--- config.mk ---
export PLATFORM = sky130hd
export DESIGN_NAME = frame_chunk_packetizer
export DESIGN_NICKNAME = d
export VERILOG_FILES = /design/src/design/fcp_pkg.sv /design/src/design/fcp_div.sv /design/src/design/fcp_seq.sv /design/src/design/frame_chunk_packetizer.sv
export VERILOG_INCLUDE_DIRS = /design/src /design/src/design
export SDC_FILE = /design/constraint.sdc
export NUM_CORES = 1
export LEC_CHECK = 0
export BUFFER_PORTS_ARGS = -buffer_cell sky130_fd_sc_hd__buf_2
export CORE_MARGIN = 2
export CORE_UTILIZATION = 61
export DETAILED_ROUTE_END_ITERATION = 6
export PLACE_DENSITY = 0.83
export SYNTH_ARGS = -nofsm -noshare
export SYNTH_HDL_FRONTEND = slang
export SYNTH_SLANG_ARGS = --single-unit
export TNS_END_PERCENT = 20
--- constraint.sdc ---
create_clock -name i_clk -period 7.9 [get_ports i_clk]
set_clock_uncertainty 0.1 [all_clocks]
set_input_delay 0.79 -clock i_clk [delete_from_list [all_inputs] [get_ports i_clk]]
set_output_delay 0.79 -clock i_clk [all_outputs]
set_load 0.01 [all_outputs]
--- src/design/frame_chunk_packetizer_defines.svh ---
// assertion macros shared by the frame chunk packetizer files
// no dependencies; ASSERT_OFF empties every macro
`ifndef FRAME_CHUNK_PACKETIZER_DEFINES_SVH
`define FRAME_CHUNK_PACKETIZER_DEFINES_SVH
`ifndef ASSERT_OFF
// same-cycle implication
`define FCP_ASSERT_IMPL(label, clk, rst_n, ante, cons) \
    label: assert property (@(posedge clk) disable iff (!rst_n) (ante) |-> (cons)) \
        else $error("fcp assertion failed");
// next-cycle implication
`define FCP_ASSERT_NEXT(label, clk, rst_n, ante, cons) \
    label: assert property (@(posedge clk) disable iff (!rst_n) (ante) |=> (cons)) \
        else $error("fcp assertion failed");
`else
`define FCP_ASSERT_IMPL(label, clk, rst_n, ante, cons)
`define FCP_ASSERT_NEXT(label, clk, rst_n, ante, cons)
`endif
`endif

--- src/design/fcp_pkg.sv ---
// types, constants and control program of the frame chunk packetizer
// no dependencies; imported by fcp_seq and frame_chunk_packetizer
package fcp_pkg;

    // field widths
    localparam int LENGTH_BITS = 24;
    localparam int PAYLOAD_W   = 16;
    localparam int LEVEL_W     = 32;
    localparam int TIME_W      = 32;
    localparam int ID_W        = 32;
    localparam int CFG_IDX_W   = 2;
    localparam int CFG_DATA_W  = 32;

    // header layout
    localparam int HDR_BYTES = 17;
    localparam int HIDX_W    = $clog2(HDR_BYTES);
    localparam int DIV_NUM_W = LENGTH_BITS + 1;

    // configuration register indexes
    localparam logic [CFG_IDX_W-1:0] CFG_MAX_PAYLOAD    = 2'd0;
    localparam logic [CFG_IDX_W-1:0] CFG_HIGH_WATERMARK = 2'd1;
    localparam logic [CFG_IDX_W-1:0] CFG_STOPPED        = 2'd2;

    // configuration reset values
    localparam logic [PAYLOAD_W-1:0] MAX_PAYLOAD_RST    = 16'd16384;
    localparam logic [LEVEL_W-1:0]   HIGH_WATERMARK_RST = 32'd1048576;

    // keyframe byte of the header
    localparam logic [7:0] KEY_BYTE_SET = 8'h01;
    localparam logic [7:0] KEY_BYTE_CLR = 8'h00;

    // input word
    typedef struct packed {
        logic [7:0]             data_byte;
        logic                   first_of_frame;
        logic [LENGTH_BITS-1:0] frame_length;
        logic                   keyframe_flag;
        logic [LEVEL_W-1:0]     buffered_level;
        logic [TIME_W-1:0]      send_time_ms;
        logic                   channel_open;
    } t_in_item;

    // output word
    typedef struct packed {
        logic [7:0] out_byte;
        logic       chunk_first;
        logic       chunk_last;
        logic       run_last;
    } t_out_item;

    // program steps
    localparam int STEP_W = 3;
    localparam logic [STEP_W-1:0] STEP_IDLE    = 3'd0;
    localparam logic [STEP_W-1:0] STEP_FRAME   = 3'd1;
    localparam logic [STEP_W-1:0] STEP_CHECK   = 3'd2;
    localparam logic [STEP_W-1:0] STEP_CHUNK   = 3'd3;
    localparam logic [STEP_W-1:0] STEP_HEADER  = 3'd4;
    localparam logic [STEP_W-1:0] STEP_PAYLOAD = 3'd5;

    // hold conditions
    localparam int HOLD_W = 2;
    localparam logic [HOLD_W-1:0] HOLD_NONE = 2'd0;
    localparam logic [HOLD_W-1:0] HOLD_IN   = 2'd1;
    localparam logic [HOLD_W-1:0] HOLD_OUT  = 2'd2;
    localparam logic [HOLD_W-1:0] HOLD_DIV  = 2'd3;

    // branch conditions
    localparam int COND_W = 3;
    localparam logic [COND_W-1:0] COND_NEVER    = 3'd0;
    localparam logic [COND_W-1:0] COND_ALWAYS   = 3'd1;
    localparam logic [COND_W-1:0] COND_SKIP     = 3'd2;
    localparam logic [COND_W-1:0] COND_MID      = 3'd3;
    localparam logic [COND_W-1:0] COND_HDR_MORE = 3'd4;

    // control word
    typedef struct packed {
        logic              accept;
        logic              frame_upd;
        logic              psize_ld;
        logic              emit_hdr;
        logic              emit_data;
        logic [HOLD_W-1:0] hold_on;
        logic [COND_W-1:0] cond;
        logic [STEP_W-1:0] target;
    } t_ctl;

    // status fed back to the sequencer
    typedef struct packed {
        logic in_valid;
        logic out_busy;
        logic div_busy;
        logic skip;
        logic mid_chunk;
        logic hdr_more;
    } t_seq_stat;

    // control store
    function automatic t_ctl prog_word(input logic [STEP_W-1:0] pc);
        t_ctl w;
        w = '0;
        unique case (pc)
            STEP_IDLE: begin
                w.accept  = 1'b1;
                w.hold_on = HOLD_IN;
                w.cond    = COND_NEVER;
            end
            STEP_FRAME: begin
                w.frame_upd = 1'b1;
                w.cond      = COND_NEVER;
            end
            STEP_CHECK: begin
                w.hold_on = HOLD_DIV;
                w.cond    = COND_SKIP;
                w.target  = STEP_IDLE;
            end
            STEP_CHUNK: begin
                w.psize_ld = 1'b1;
                w.cond     = COND_MID;
                w.target   = STEP_PAYLOAD;
            end
            STEP_HEADER: begin
                w.emit_hdr = 1'b1;
                w.hold_on  = HOLD_OUT;
                w.cond     = COND_HDR_MORE;
                w.target   = STEP_HEADER;
            end
            STEP_PAYLOAD: begin
                w.emit_data = 1'b1;
                w.hold_on   = HOLD_OUT;
                w.cond      = COND_ALWAYS;
                w.target    = STEP_IDLE;
            end
            default: begin
                w.cond   = COND_ALWAYS;
                w.target = STEP_IDLE;
            end
        endcase
        return w;
    endfunction

endpackage

--- src/design/fcp_div.sv ---
// restoring divider, one quotient bit per cycle
// no dependencies; used by frame_chunk_packetizer for the chunk count
module fcp_div #(
    parameter int NUM_W = 25,
    parameter int DEN_W = 16
) (
    input  logic             i_clk,
    input  logic             i_rst_n,
    input  logic             i_start,
    input  logic [NUM_W-1:0] i_num,
    input  logic [DEN_W-1:0] i_den,
    output logic             o_busy,
    output logic [NUM_W-1:0] o_quo
);

    localparam int CNT_W = $clog2(NUM_W + 1);

    logic [CNT_W-1:0] r_cnt;
    logic [CNT_W-1:0] n_cnt;
    logic [NUM_W-1:0] r_quo;
    logic [NUM_W-1:0] n_quo;
    logic [DEN_W-1:0] r_rem;
    logic [DEN_W-1:0] n_rem;
    logic [DEN_W-1:0] r_den;
    logic [DEN_W-1:0] n_den;
    logic [DEN_W:0]   trial;
    logic [DEN_W:0]   diff;
    logic             ge;

    // trial subtraction of the divisor
    assign trial = {r_rem, r_quo[NUM_W-1]};
    assign diff  = trial - {1'b0, r_den};
    assign ge    = trial >= {1'b0, r_den};

    always_comb begin
        n_cnt = r_cnt;
        n_quo = r_quo;
        n_rem = r_rem;
        n_den = r_den;
        if (i_start) begin
            n_cnt = CNT_W'(NUM_W);
            n_quo = i_num;
            n_rem = '0;
            n_den = i_den;
        end else if (r_cnt != '0) begin
            n_cnt = r_cnt - 1'b1;
            n_quo = {r_quo[NUM_W-2:0], ge};
            n_rem = ge ? diff[DEN_W-1:0] : trial[DEN_W-1:0];
        end
    end

    // step counter
    always_ff @(posedge i_clk) begin
        if (!i_rst_n) begin
            r_cnt <= '0;
        end else begin
            r_cnt <= n_cnt;
        end
    end

    // datapath registers
    always_ff @(posedge i_clk) begin
        r_quo <= n_quo;
        r_rem <= n_rem;
        r_den <= n_den;
    end

    assign o_busy = r_cnt != '0;
    assign o_quo  = r_quo;

endmodule

--- src/design/fcp_seq.sv ---
// step counter and control store of the packetizer sequencer
// depends on fcp_pkg
module fcp_seq (
    input  logic              i_clk,
    input  logic              i_rst_n,
    input  fcp_pkg::t_seq_stat i_stat,
    output fcp_pkg::t_ctl     o_ctl,
    output logic              o_go
);

    import fcp_pkg::*;

    logic [STEP_W-1:0] r_pc;
    logic [STEP_W-1:0] n_pc;
    t_ctl              ctl;
    logic              hold;
    logic              taken;

    assign ctl = prog_word(r_pc);

    // hold decode
    always_comb begin
        unique case (ctl.hold_on)
            HOLD_NONE: hold = 1'b0;
            HOLD_IN:   hold = !i_stat.in_valid;
            HOLD_OUT:  hold = i_stat.out_busy;
            HOLD_DIV:  hold = i_stat.div_busy;
            default:   hold = 1'b0;
        endcase
    end

    // branch decode
    always_comb begin
        unique case (ctl.cond)
            COND_NEVER:    taken = 1'b0;
            COND_ALWAYS:   taken = 1'b1;
            COND_SKIP:     taken = i_stat.skip;
            COND_MID:      taken = i_stat.mid_chunk;
            COND_HDR_MORE: taken = i_stat.hdr_more;
            default:       taken = 1'b0;
        endcase
    end

    // next step
    always_comb begin
        if (hold) begin
            n_pc = r_pc;
        end else if (taken) begin
            n_pc = ctl.target;
        end else begin
            n_pc = r_pc + 1'b1;
        end
    end

    always_ff @(posedge i_clk) begin
        if (!i_rst_n) begin
            r_pc <= STEP_IDLE;
        end else begin
            r_pc <= n_pc;
        end
    end

    assign o_ctl = ctl;
    assign o_go  = !hold;

endmodule

--- src/design/frame_chunk_packetizer.sv ---
// Frame chunk packetizer: one input word is taken per program run and gives 0, 1 or 18 words.
// A chunk start emits 17 header words ahead of the data word; a first byte that is kept
// starts the bit-serial chunk-count divider, which the check step waits for.
// Mid-chunk, a word passes the idle, frame, check, chunk and payload steps to the output.
// Synchronous active-low reset: configuration to defaults; ids and frame state to zero,
// except r_in and r_psize. Depends on fcp_pkg, fcp_seq, fcp_div and frame_chunk_packetizer_defines.svh
`include "frame_chunk_packetizer_defines.svh"

module frame_chunk_packetizer (
    input  logic                               i_clk,
    input  logic                               i_rst_n,
    input  logic                               i_in_valid,
    output logic                               o_in_ready,
    input  fcp_pkg::t_in_item                  i_in,
    output logic                               o_out_valid,
    input  logic                               i_out_ready,
    output fcp_pkg::t_out_item                 o_out,
    input  logic                               i_cfg_we,
    input  logic [fcp_pkg::CFG_IDX_W-1:0]      i_cfg_idx,
    input  logic [fcp_pkg::CFG_DATA_W-1:0]     i_cfg_wdata
);

    import fcp_pkg::*;

    // configuration
    logic [PAYLOAD_W-1:0]   r_max_payload;
    logic [LEVEL_W-1:0]     r_high_wm;
    logic                   r_stopped;

    // frame state
    t_in_item               r_in;
    logic [ID_W-1:0]        r_next_id;
    logic [ID_W-1:0]        n_next_id;
    logic [ID_W-1:0]        r_cur_id;
    logic [ID_W-1:0]        n_cur_id;
    logic                   r_dropping;
    logic                   n_dropping;
    logic [LENGTH_BITS-1:0] r_frame_bytes;
    logic [LENGTH_BITS-1:0] n_frame_bytes;
    logic [LENGTH_BITS-1:0] r_offset;
    logic [LENGTH_BITS-1:0] n_offset;
    logic [PAYLOAD_W-1:0]   r_pos;
    logic [PAYLOAD_W-1:0]   n_pos;
    logic [PAYLOAD_W-1:0]   r_num;
    logic [PAYLOAD_W-1:0]   n_num;
    logic                   r_key;
    logic                   n_key;
    logic [TIME_W-1:0]      r_time;
    logic [TIME_W-1:0]      n_time;
    logic [PAYLOAD_W-1:0]   r_psize;
    logic [PAYLOAD_W-1:0]   n_psize;
    logic [HIDX_W-1:0]      r_hidx;
    logic [HIDX_W-1:0]      n_hidx;

    // output register
    logic                   r_out_valid;
    logic                   n_out_valid;
    t_out_item              r_out;
    t_out_item              n_out;

    // sequencer and divider
    t_ctl                   ctl;
    t_seq_stat              stat;
    logic                   go;
    logic                   div_start;
    logic                   div_busy;
    logic [DIV_NUM_W-1:0]   div_num;
    logic [DIV_NUM_W-1:0]   div_quo;

    // combinational helpers
    logic [PAYLOAD_W-1:0]   mp;
    logic                   drop;
    logic [LENGTH_BITS-1:0] rem;
    logic                   last;
    logic                   out_load;
    logic [HIDX_W-1:0]      hdr_sel;
    logic [HDR_BYTES-1:0][7:0] hdr_vec;

    fcp_seq u_seq (
        .i_clk   (i_clk),
        .i_rst_n (i_rst_n),
        .i_stat  (stat),
        .o_ctl   (ctl),
        .o_go    (go)
    );

    fcp_div #(
        .NUM_W (DIV_NUM_W),
        .DEN_W (PAYLOAD_W)
    ) u_div (
        .i_clk   (i_clk),
        .i_rst_n (i_rst_n),
        .i_start (div_start),
        .i_num   (div_num),
        .i_den   (mp),
        .o_busy  (div_busy),
        .o_quo   (div_quo)
    );

    // configuration writes
    always_ff @(posedge i_clk) begin
        if (!i_rst_n) begin
            r_max_payload <= MAX_PAYLOAD_RST;
            r_high_wm     <= HIGH_WATERMARK_RST;
            r_stopped     <= 1'b0;
        end else if (i_cfg_we) begin
            unique case (i_cfg_idx)
                CFG_MAX_PAYLOAD:    r_max_payload <= i_cfg_wdata[PAYLOAD_W-1:0];
                CFG_HIGH_WATERMARK: r_high_wm     <= i_cfg_wdata[LEVEL_W-1:0];
                CFG_STOPPED:        r_stopped     <= i_cfg_wdata[0];
                default:            ;
            endcase
        end
    end

    // effective payload limit, zero counts as one
    assign mp = (r_max_payload == '0) ? PAYLOAD_W'(1) : r_max_payload;

    // drop decision on a first byte
    assign drop = r_stopped || !r_in.channel_open || (r_in.frame_length == '0)
                  || (!r_in.keyframe_flag && (r_in.buffered_level > r_high_wm));

    // ceiling of frame length over payload limit
    assign div_num = DIV_NUM_W'(r_in.frame_length) + DIV_NUM_W'(mp) - DIV_NUM_W'(1);

    // bytes left in the frame and end-of-chunk test
    assign rem  = r_frame_bytes - r_offset;
    assign last = (({1'b0, r_pos} + 1'b1) >= {1'b0, mp})
                  || (({1'b0, r_offset} + 1'b1) >= {1'b0, r_frame_bytes});

    // header bytes, first byte in the top element
    assign hdr_vec = {r_cur_id, r_num, div_quo[PAYLOAD_W-1:0],
                      (r_key ? KEY_BYTE_SET : KEY_BYTE_CLR),
                      16'd0, r_psize, r_time};
    assign hdr_sel = HIDX_W'(HDR_BYTES - 1) - r_hidx;

    // sequencer status
    always_comb begin
        stat.in_valid  = i_in_valid;
        stat.out_busy  = r_out_valid && !i_out_ready;
        stat.div_busy  = div_busy;
        stat.skip      = r_dropping || (r_offset >= r_frame_bytes);
        stat.mid_chunk = r_pos != '0;
        stat.hdr_more  = r_hidx != HIDX_W'(HDR_BYTES - 1);
    end

    assign o_in_ready = ctl.accept;
    assign out_load   = go && (ctl.emit_hdr || ctl.emit_data);

    // frame and chunk bookkeeping
    always_comb begin
        n_next_id     = r_next_id;
        n_cur_id      = r_cur_id;
        n_dropping    = r_dropping;
        n_frame_bytes = r_frame_bytes;
        n_offset      = r_offset;
        n_pos         = r_pos;
        n_num         = r_num;
        n_key         = r_key;
        n_time        = r_time;
        n_psize       = r_psize;
        n_hidx        = r_hidx;
        div_start     = 1'b0;
        if (go && ctl.frame_upd && r_in.first_of_frame) begin
            n_frame_bytes = r_in.frame_length;
            n_offset      = '0;
            n_pos         = '0;
            n_num         = '0;
            n_dropping    = drop;
            if (!drop) begin
                n_key     = r_in.keyframe_flag;
                n_time    = r_in.send_time_ms;
                n_cur_id  = r_next_id;
                n_next_id = r_next_id + 1'b1;
                div_start = 1'b1;
            end
        end
        if (go && ctl.psize_ld) begin
            n_psize = (rem < LENGTH_BITS'(mp)) ? rem[PAYLOAD_W-1:0] : mp;
        end
        if (go && ctl.emit_hdr) begin
            n_hidx = stat.hdr_more ? r_hidx + 1'b1 : '0;
        end
        if (go && ctl.emit_data) begin
            n_offset = r_offset + 1'b1;
            if (last) begin
                n_pos = '0;
                n_num = r_num + 1'b1;
            end else begin
                n_pos = r_pos + 1'b1;
            end
        end
    end

    always_ff @(posedge i_clk) begin
        if (!i_rst_n) begin
            r_next_id     <= '0;
            r_cur_id      <= '0;
            r_dropping    <= 1'b0;
            r_frame_bytes <= '0;
            r_offset      <= '0;
            r_pos         <= '0;
            r_num         <= '0;
            r_key         <= 1'b0;
            r_time        <= '0;
            r_hidx        <= '0;
        end else begin
            r_next_id     <= n_next_id;
            r_cur_id      <= n_cur_id;
            r_dropping    <= n_dropping;
            r_frame_bytes <= n_frame_bytes;
            r_offset      <= n_offset;
            r_pos         <= n_pos;
            r_num         <= n_num;
            r_key         <= n_key;
            r_time        <= n_time;
            r_hidx        <= n_hidx;
        end
    end

    // input word and payload size capture
    always_ff @(posedge i_clk) begin
        if (go && ctl.accept) begin
            r_in <= i_in;
        end
        r_psize <= n_psize;
    end

    // output register, refilled as the word is taken
    always_comb begin
        n_out_valid = r_out_valid && !i_out_ready;
        n_out       = r_out;
        if (out_load) begin
            n_out_valid = 1'b1;
            if (ctl.emit_hdr) begin
                n_out.out_byte    = hdr_vec[hdr_sel];
                n_out.chunk_first = r_hidx == '0;
                n_out.chunk_last  = 1'b0;
                n_out.run_last    = 1'b0;
            end else begin
                n_out.out_byte    = r_in.data_byte;
                n_out.chunk_first = 1'b0;
                n_out.chunk_last  = last;
                n_out.run_last    = 1'b1;
            end
        end
    end

    always_ff @(posedge i_clk) begin
        if (!i_rst_n) begin
            r_out_valid <= 1'b0;
        end else begin
            r_out_valid <= n_out_valid;
        end
    end

    always_ff @(posedge i_clk) begin
        r_out <= n_out;
    end

    assign o_out_valid = r_out_valid;
    assign o_out       = r_out;

    // checks
    `FCP_ASSERT_IMPL(a_hdr_at_chunk_start, i_clk, i_rst_n, out_load && ctl.emit_hdr, r_pos == '0)
    `FCP_ASSERT_IMPL(a_hdr_after_div, i_clk, i_rst_n, out_load && ctl.emit_hdr, !div_busy)
    `FCP_ASSERT_IMPL(a_data_in_frame, i_clk, i_rst_n, out_load && ctl.emit_data, !r_dropping && (r_offset < r_frame_bytes))
    `FCP_ASSERT_NEXT(a_one_word_at_a_time, i_clk, i_rst_n, i_in_valid && o_in_ready, !o_in_ready)

endmodule

==> results.toml <==
[status]
outcome = "finished, violations left"
violations = "DRC"

[power]
switching_share_pct = 39.3
p_int_uw = 5710
seqPwrFrac_pct = 34.3
comb_power_share_pct = 42.7
total_power_uw = 9410
leakagePower_uw = 0.0103
ir_worst_vdd_uv = 374
p_sw_uw = 3700
powerDensity_mw_per_mm2 = 365
pwr-share-clk_pct = 23.0

[logic_synthesis]
synth_warnings = 0
netlist_top_cells_count = "nand2_1, a21oi_1, dfxtp_1"
yosysTopAreaCellShare_pct = 22.1
ys_seq_elements = 424
synth_top_cell_by_area = "dfxtp_1"
synth-edff-count = 167
synth_ff_type = "dfxtp_1"
netlist_area_mm2 = 0.0232
async_flop_share_pct = 0
synth.most_common_cell = "nand2_1"
synthCells = 2578
syn_avg_cell_area_um2 = 9.01
syn_nets = 2904
synth_area_leaders = "dfxtp_1, edfxtp_1, ha_1"
ys_seq_area_share_pct = 43.7
synth_cell_types = 73

[clocking]
cts_htree_levels = 2
clk_latency_ps = 600
cts_buffers = 44
clk_pin_slew_ps = 60
postCtsSetupRepairBufs = 0
ctsHoldBuffers = 0
cts_resized = 0
cts_root_buffer = "clkbuf_16"
clk_path_buf_depth = 3
cts_tree = "built"
cts_sinks = 424

[global_routing]
grt_pass1_wl_mm = 98.3
grt_usage_pct = 31.6
antenna_found_initial = 3
gr-total-overflow = 0
grt_max_degree = 108
grt_pass1_vias = 18700

[die]
die_y_um = 199
num_rows = 71
fp.dieArea_mm2 = 0.0397
core_mm2 = 0.0376
num_io_pins = 151
die_x_um = 199
start_util_pct = 61.8

[sta]
hold-worst-slack_ps = 262
worst_pin_slew_ps = 1320
rsz0062_at_grt = "no"
period_share_pct = 68.3
setup_viol = 0
max_freq_mhz = 185
fin_crit_ps = 5400
setup_tns_ps = 0
hold_viol = 0
drv_slew = 0
slew_headroom_pct = 11.9

[flow_run]
cap_violations = 0

[critical_path]
crit_type = "reg2reg"
slowest_stage = "o21ai_1"
cp.required_ps = 8280
path_max_fanout = 16
max_stage_delay_ps = 940
path_cells = "ha_1 > and3_1 > nand4_1 > nor4_1 > buf_4 > and3_1 > xnor2_1 > ha_1 > a21o_1 > a2111oi_0 > nand2_1 > a311oi_1 > o211ai_1 > o21ai_1 > o21ai_0 > a22o_1"
worst_setup_path_end_kind = "flop"
worst_setup_path_start_kind = "flop"
critPathArrivalTime_ps = 5770

[drt]
totalWireLength_mm = 62.4
drc = 2
dr.pass1.iters = 7
postRouteAntennaNets = 0
vias_per_cell = 6.11
vias = 19600
wire_per_inst_um = 19.4
drt_iter0_markers = 1923

[final_layout]
multi_input_area_mm2 = 0.0118
fillerInstances = 2862
design_area_mm2 = 0.0258
final_core_utilization_pct = 68.6
area_growth_pct = 11.0
layout-drive-gt1-share_pct = 10.5
regArea_mm2 = 0.0102
num-nets-final = 2987

[hold_path]
min_path_type = "in2reg"

[placement]
port-buffer-count = 150
gp_congestion = 0.965
place_area_mm2 = 0.0243
hpwl_mm = 44.9
==> per-layer routing <==
layer  global-route usage, %  part of all wire, %
met1                    41.2                   42
met4                    15.1                  4.4
met5                       0                    0
met3                    4.93                  7.7
met2                    51.4                   46
==> power by group through the flow <==
stage / clock network [uW] / registers, uW / logic [uW]
after floorplan: 0 / 3150 / 2950
after global placement: 0 / 3240 / 3770
after detailed placement: 0 / 3260 / 3890
after CTS: 2180 / 3210 / 3930
after global routing: 2270 / 3260 / 4420
final: 2170 / 3230 / 4010
==> metrics by stage <==
step / std cells / setup WS, ps
2_1_floorplan: 2578 / 3370
3_3_place_gp: 3126 / 2630
3_5_place_dp: 3126 / 2480
4_1_cts: 3208 / 2430
5_1_grt: 3213 / 2200
6_report: 3213 / 2500
==> final timing paths <==
check	start	cells after the start	slack [ps]	endpoint
setup / recovery	r_offset[0]$_SDFFE_PN0P_	16	2500	r_num[2]$_SDFF_PN0_
hold / removal	i_in[7]	1	260	r_in[7]$_DFFE_PP_
setup reg to reg	r_offset[0]$_SDFFE_PN0P_	16	2500	r_num[2]$_SDFF_PN0_
hold reg to reg	r_time[16]$_SDFFE_PN0N_	2	350	r_time[16]$_SDFFE_PN0N_
==> kinds of logic (layout without fill, tap and decap cells) <==
| kind of cell | count (synthesis) | count (layout) | share of synthesized area [%] |
|---|---|---|---|
| AO/OA/AOI/OAI | 612 | 612 | 16.0 |
| XOR/XNOR | 101 | 101 | 3.81 |
| adder cells (fa/ha/maj) | 188 | 188 | 10.2 |
| buffers and inverters | 334 | 453 | 5.46 |
| flip-flops | 424 | 424 | 43.7 |
| multiplexers | 71 | 71 | 4.06 |
| other | 0 | 5 | 0 |
| AND/OR/NAND/NOR | 848 | 848 | 16.7 |
==> sequential cells by signal, indices dropped and copies added, names as in the netlist, 5 cells and up <==
signal and flops:
u_div.r_cnt 5, r_max_payload 16, u_div.r_den 16, r_psize 16, r_hidx 5, r_high_wm 32
r_num 16, r_cur_id 32, r_next_id 32, r_time 32, r_frame_bytes 24, r_offset 24
r_in 99, r_pos 16, o_out 11, u_div.r_rem 16, u_div.o_quo 25
==> cells in the final DEF (no fill, tap or decap), types with 17 or more instances in the layout <==
| cell type | Yosys | routed |
|---|---|---|
| a211oi_1 | 18 | 18 |
| a21o_1 | 47 | 47 |
| a21oi_1 | 262 | 262 |
| and3_1 | 32 | 31 |
| buf_2 | 8 | 150 |
| clkbuf_16 | 0 | 45 |
| dfxtp_1 | 257 | 256 |
| edfxtp_1 | 167 | 167 |
| ha_1 | 185 | 185 |
| inv_1 | 204 | 203 |
| mux2i_1 | 38 | 38 |
| mux4_2 | 17 | 17 |
| nand2_1 | 437 | 437 |
| nand2b_1 | 31 | 31 |
| nand3_1 | 59 | 59 |
| nand4_1 | 48 | 48 |
| nor2_1 | 111 | 111 |
| nor2b_1 | 17 | 17 |
| nor3_1 | 27 | 26 |
| nor4_1 | 26 | 26 |
| o21a_1 | 22 | 22 |
| o21ai_0 | 124 | 123 |
| xnor2_1 | 71 | 71 |
| xor2_1 | 30 | 30 |
==> worst max-delay path: cells and delay by family (launching register included) <==
family                     cells  cell delay (ps)
AOI/OAI and AO/OA              7             2580
and+or+nand+nor                5             1210
adders and majority gates      2              550
DFF                            1              470
buffers and inverters          1              230
xor gates and xnor gates       1              130
==> layout make-up <==
type,count,share of cell area [%]
Multi-Input combinational cell,1820,45.9
Sequential cell,424,39.4
Clock buffer,57,4.74
Timing Repair Buffer,166,3.38
Inverter,205,3.00
Tap cell,511,2.48
Clock inverter,25,1.07
Antenna cell,5,0.0485
No activity file was read; power rests on OpenSTA's default activity.
